$ cat src/hdl/sal_pkg.sv
// Package for the shifting array list: operation and status codes, the per-cell
// command code and the control bundle broadcast to every element cell. No dependencies.
package sal_pkg;

  localparam int CTRL_W = 11;

  typedef enum logic [2:0] {
    OP_PUSH    = 3'd0,
    OP_POP     = 3'd1,
    OP_INSERT  = 3'd2,
    OP_OREMOVE = 3'd3,
    OP_UREMOVE = 3'd4,
    OP_READ    = 3'd5,
    OP_WRITE   = 3'd6,
    OP_CLEAR   = 3'd7
  } op_t;

  typedef enum logic [1:0] {
    ST_OK     = 2'd0,
    ST_FULL   = 2'd1,
    ST_EMPTY  = 2'd2,
    ST_BADIDX = 2'd3
  } status_t;

  typedef enum logic [2:0] {
    CELL_NOP     = 3'd0,
    CELL_PUSH    = 3'd1,
    CELL_POP     = 3'd2,
    CELL_INSERT  = 3'd3,
    CELL_OREMOVE = 3'd4,
    CELL_UREMOVE = 3'd5,
    CELL_WRITE   = 3'd6
  } cell_op_t;

  // Index and count fields are wide enough for the largest supported capacity.
  typedef struct packed {
    cell_op_t            op;
    logic [CTRL_W-1:0]   pos;
    logic [CTRL_W-1:0]   cnt;
  } cell_ctrl_t;

endpackage

$ cat src/hdl/sal_cell.sv
// One element cell of the shifting array list: holds one word and takes its next
// value from the broadcast command or from a neighbor. Depends on sal_pkg.
module sal_cell
  import sal_pkg::*;
#(
  parameter int IDX = 0
) (
  input  logic               clk,
  input  logic               rst_n,
  input  cell_ctrl_t         ctrl,
  input  logic signed [31:0] data_word,
  input  logic signed [31:0] last_word,
  input  logic signed [31:0] left_word,
  input  logic signed [31:0] right_word,
  output logic signed [31:0] value,
  output logic signed [31:0] sel_word,
  output logic signed [31:0] tail_word
);

  localparam logic [CTRL_W-1:0] ME     = CTRL_W'(IDX);
  localparam logic [CTRL_W-1:0] ME_INC = CTRL_W'(IDX + 1);

  logic signed [31:0] value_r;
  logic signed [31:0] value_nxt;

  always_comb begin
    value_nxt = value_r;
    case (ctrl.op)
      CELL_PUSH: begin
        if (ME == ctrl.cnt) value_nxt = data_word;
      end
      CELL_POP: begin
        if (ME_INC == ctrl.cnt) value_nxt = '0;
      end
      CELL_INSERT: begin
        if (ME == ctrl.pos) value_nxt = data_word;
        else if (ME > ctrl.pos && ME <= ctrl.cnt) value_nxt = left_word;
      end
      CELL_OREMOVE: begin
        if (ME >= ctrl.pos && ME_INC < ctrl.cnt) value_nxt = right_word;
      end
      CELL_UREMOVE: begin
        if (ME_INC == ctrl.cnt) value_nxt = '0;
        else if (ME == ctrl.pos) value_nxt = last_word;
      end
      CELL_WRITE: begin
        if (ME == ctrl.pos) value_nxt = data_word;
      end
      default: value_nxt = value_r;
    endcase
  end

  always_ff @(posedge clk) begin
    if (!rst_n) begin
      value_r <= '0;
    end else begin
      value_r <= value_nxt;
    end
  end

  assign value     = value_r;
  assign sel_word  = (ME == ctrl.pos) ? value_r : '0;
  assign tail_word = (ME_INC == ctrl.cnt) ? value_r : '0;

endmodule

$ cat config.mk
export PLATFORM = sky130hd
export DESIGN_NAME = sal_cell
export DESIGN_NICKNAME = d
export VERILOG_FILES = /design/src/hdl/sal_pkg.sv /design/src/hdl/sal_cell.sv
export SDC_FILE = /design/constraint.sdc
export NUM_CORES = 1
export LEC_CHECK = 0
export BUFFER_PORTS_ARGS = -buffer_cell sky130_fd_sc_hd__buf_4
export CAP_MARGIN = 30
export CORE_ASPECT_RATIO = 0.7
export CORE_MARGIN = 3
export CORE_UTILIZATION = 42
export DETAILED_ROUTE_END_ITERATION = 12
export GPL_ROUTABILITY_DRIVEN = 0
export GPL_TIMING_DRIVEN = 0
export PLACE_DENSITY = 0.82
export REMOVE_ABC_BUFFERS = 1
export SLEW_MARGIN = 5
export SYNTH_ARGS = -nofsm -noshare
export SYNTH_HDL_FRONTEND = slang
export SYNTH_SLANG_ARGS = --single-unit
$ cat constraint.sdc
create_clock -name clk -period 2.9 [get_ports clk]
set_clock_uncertainty 0.1 [all_clocks]
set_input_delay 0.435 -clock clk [delete_from_list [all_inputs] [get_ports clk]]
set_output_delay 0.435 -clock clk [all_outputs]
set_load 0.02 [all_outputs]
==> results_dict.tcl <==
set metrics [dict create \
    top_level_ports 251 \
    synthMuxAreaShare 0.105 \
    cp_top_family "simple AND/OR/NAND/NOR gates" \
    timing.critical_path.cells "buf_4 > or4_1 > nor3_4 > buf_4 > buf_16 > mux2_2 > a221oi_1 > o32ai_2" \
    met3_wirelength_mm 1.52 \
    worst_skew_pair.late_latency_ns 0.27 \
    path_common_cell "buf_4" \
    grt_setup_unrepaired "false" \
    crit_required_ns 2.94 \
    final_critical_path_setup_slack_ns 0.157 \
    routed_wire_length_per_instance_microns 20.1 \
    cts_num_sinks 32 \
    synth.cell_area_sq_um 3420 \
    timing.critical_path.buf_inv 3 \
    minimum_clock_period_ns 2.74 \
    starting_density_of_the_core 0.450 \
    drt_iter0_drc 274 \
    chipHeight_microns 81.5 \
    yosys.area_share.simple 0.273 \
    die_width_microns 114 \
    place_hpwl_mm 11.3 \
    first_global_vias 4251 \
    synth_compound_gate_area_share 0.361 \
    worst-slew-pin-transition_ns 0.937 \
    via_density 5.92 \
    drt_wl_total_mm 14.8 \
    fp.dieArea_sq_um 9290 \
    yosys_most_used_dff "dfxtp_1" \
    worst_setup_path_start_kind "primary input" \
    synthCells 398 \
    largest_family_of_logic_cells_by_synthesized_area "compound AO/OA/AOI/OAI gates" \
    synth_cell_types 28 \
    ys_warn_count 0 \
    detailroute.wirelength.met2_mm 7.35 \
    grt_util_overall 0.294 \
    highest_layer "met4" \
    cts_buffers 5 \
    clk_root_buf "clkbuf_16" \
    core_region_sq_um 7610 \
    worst_stage_delay_on_the_critical_path_ns 0.63 \
    cts.clk_slew.worst_paths_ns 0.05 \
    htreeDepth 2 \
    slew_violations 0 \
    layout-area-overhead-vs-synth_pct 68.8 \
    post_cts_hold_buffer_count 0 \
    synth_common_cells "and2_1 (62), or4_1 (36), clkbuf_1 (35)" \
    outcome "completed" \
    fin_hold_ws_ns 0.405 \
    largest_reg_flops 32 \
    first_pass_grt_wire_length_mm 22.2 \
    power.total_w 0.00172 \
    rows 26 \
    congestion_overflow_gr 0 \
    post-route-drc-count 0 \
    synthDominantCellAreaShare 0.187 \
    cap_viol_max_count 0 \
    fin_nets 793 \
    crit_type "primary input to flip-flop" \
    min_period_over_period 0.946 \
    synth_enable_flop_cells 0 \
    crit-reg2reg-launch "value[28]" \
    setup.worst_path.start "ctrl[12]" \
    timing.fmax_ghz 0.365 \
    synth_xor_xnor_area_share 0 \
    maxSlewHeadroom 0.375 \
    final.fill_count 537 \
    worst_hold_path_type "flip-flop to flip-flop" \
    fin_tns_setup_ns 0 \
    cellLeakagePower_nw 2.67 \
    postSynthAreaPerCell_sq_um 8.60 \
    finalHoldViolations 0 \
    irDropWorstVdd_v 0.000219 \
    antenna_violating_nets_post_route 0 \
    final-setup-viol-count 0 \
    cts_tree "built" \
    register_bit_count_reported_by_yosys 32 \
    antenna_violations_before_repair 0 \
    via_count 4354 \
    grt_max_degree 65 \
    synth_fa_ha_area_frac 0.00365 \
    portBuffers 250 \
    insertedDiodeCount 0 \
    stdcell_count 736 \
    sequential_element_share_of_the_synthesized_area 0.187 \
    firstDrtPassIters 4 \
    ctsLongestPathBuffers 2 \
    endpoint_kind "flip-flop" \
    dp_cells 721 \
    placement.setup.worst_slack_ns -0.990 \
    power_density_nw_per_um2 298 \
    synth.top_cells.by_area "dfxtp_1 (19%), o32ai_2 (15%), and2_1 (11%)" \
    async_reset_ff_frac 0 \
    timing.hold.worst.start "value[6]" \
    critical-path-slowest-cell "or4_1" \
    yosys.area.top_type "dfxtp_1" \
    yosysMostFrequentCell "and2_1" \
    cp_data_arrival_time_ns 2.79 \
    worst-path-max-fanout 25 \
    met1_length_mm 5.62 \
    final_layout_size_suffix_gt1_frac 0.566 \
]
[cells in the final DEF (no fill, tap or decap)]
cell type / netlist / routed
inv_1: 5 / 4
o32ai_4: 0 / 1
mux2_2: 26 / 26
nor4_1: 5 / 1
buf_16: 0 / 3
mux2_1: 6 / 6
o21ai_0: 32 / 32
o32ai_1: 2 / 2
or3_1: 1 / 1
o32ai_2: 31 / 30
o311ai_2: 0 / 1
a21o_1: 32 / 32
or4_1: 36 / 35
and2_2: 2 / 2
buf_4: 3 / 263
nor3_2: 0 / 3
buf_6: 3 / 7
clkbuf_8: 0 / 1
clkbuf_16: 0 / 5
nor4_4: 2 / 2
or4_4: 1 / 2
a221oi_1: 32 / 32
dfxtp_1: 32 / 32
nor3_4: 1 / 1
nand2_1: 34 / 34
clkbuf_1: 35 / 2
a2111oi_4: 0 / 1
buf_8: 0 / 6
ha_1: 1 / 1
and2_1: 62 / 62
clkinvlp_4: 0 / 1
o41a_1: 1 / 1
nor4_2: 0 / 4
or2_2: 2 / 2
[path summary, 6_finish.rpt]
kind                             endpoint  slack (ns)  cells after the start
worst max-delay path             value[5]        0.16                      8
worst min-delay path             value[6]        0.40                      2
worst min register to register   value[6]        0.40                      2
worst max register to register  value[28]        2.07                      2
[what timing repair did]
item | 4_1_cts | 5_1_grt
setup buffers | 7 | 0
endpoints found under the setup margin | 73 | 15
hold endpoints to repair | 0 | 0
pin swaps | 4 | 0
resized for setup | 3 | 3
[final cells by class]
type / count / area [sq um] / share of cell area
sequential: 32 / 641 / 0.111
clock buffer: 8 / 146 / 0.0253
multi-input combinational: 314 / 2620 / 0.454
tap: 98 / 123 / 0.0212
timing repair buffer: 279 / 2230 / 0.385
inverter: 5 / 22.5 / 0.00390
[routing by layer]
| metal | GRT usage | vias to the layer above |
|---|---|---|
| li1 | - | 2026 |
| met2 | 0.524 | 261 |
| met1 | 0.354 | 2040 |
| met4 | 0.0830 | 0 |
| met5 | 0 | - |
| met3 | 0.0751 | 27 |
[metrics by stage]
| stage | area, sq um | util |
|---|---|---|
| 2_1_floorplan | 3210 | - |
| 3_3_place_gp | 5200 | 0.684 |
| 3_5_place_dp | 5550 | 0.729 |
| 4_1_cts | 5760 | 0.757 |
| 5_1_grt | 5780 | 0.759 |
| 6_report | 5780 | 0.759 |
[power breakdown]
part	leakage, nW	internal [W]	switching, W
logic	2.34	0.000363	0.000329
clock network	0.0712	0.000342	0.000175
registers	0.262	0.000476	0.0000377
[cell families after synthesis]
family / after synthesis
DFF: 32
buffers and inverters: 52
AOI/OAI and AO/OA: 132
muxes: 32
adders and majority gates: 1
and+or+nand+nor: 149
[worst reg2reg max path: cells and delay by family, from the launching register on]
family             cells  cell delay (ns)
AOI/OAI and AO/OA      1             0.15
DFF                    1             0.40
and+or+nand+nor        1             0.09
Power figures use the tool's default switching activity.
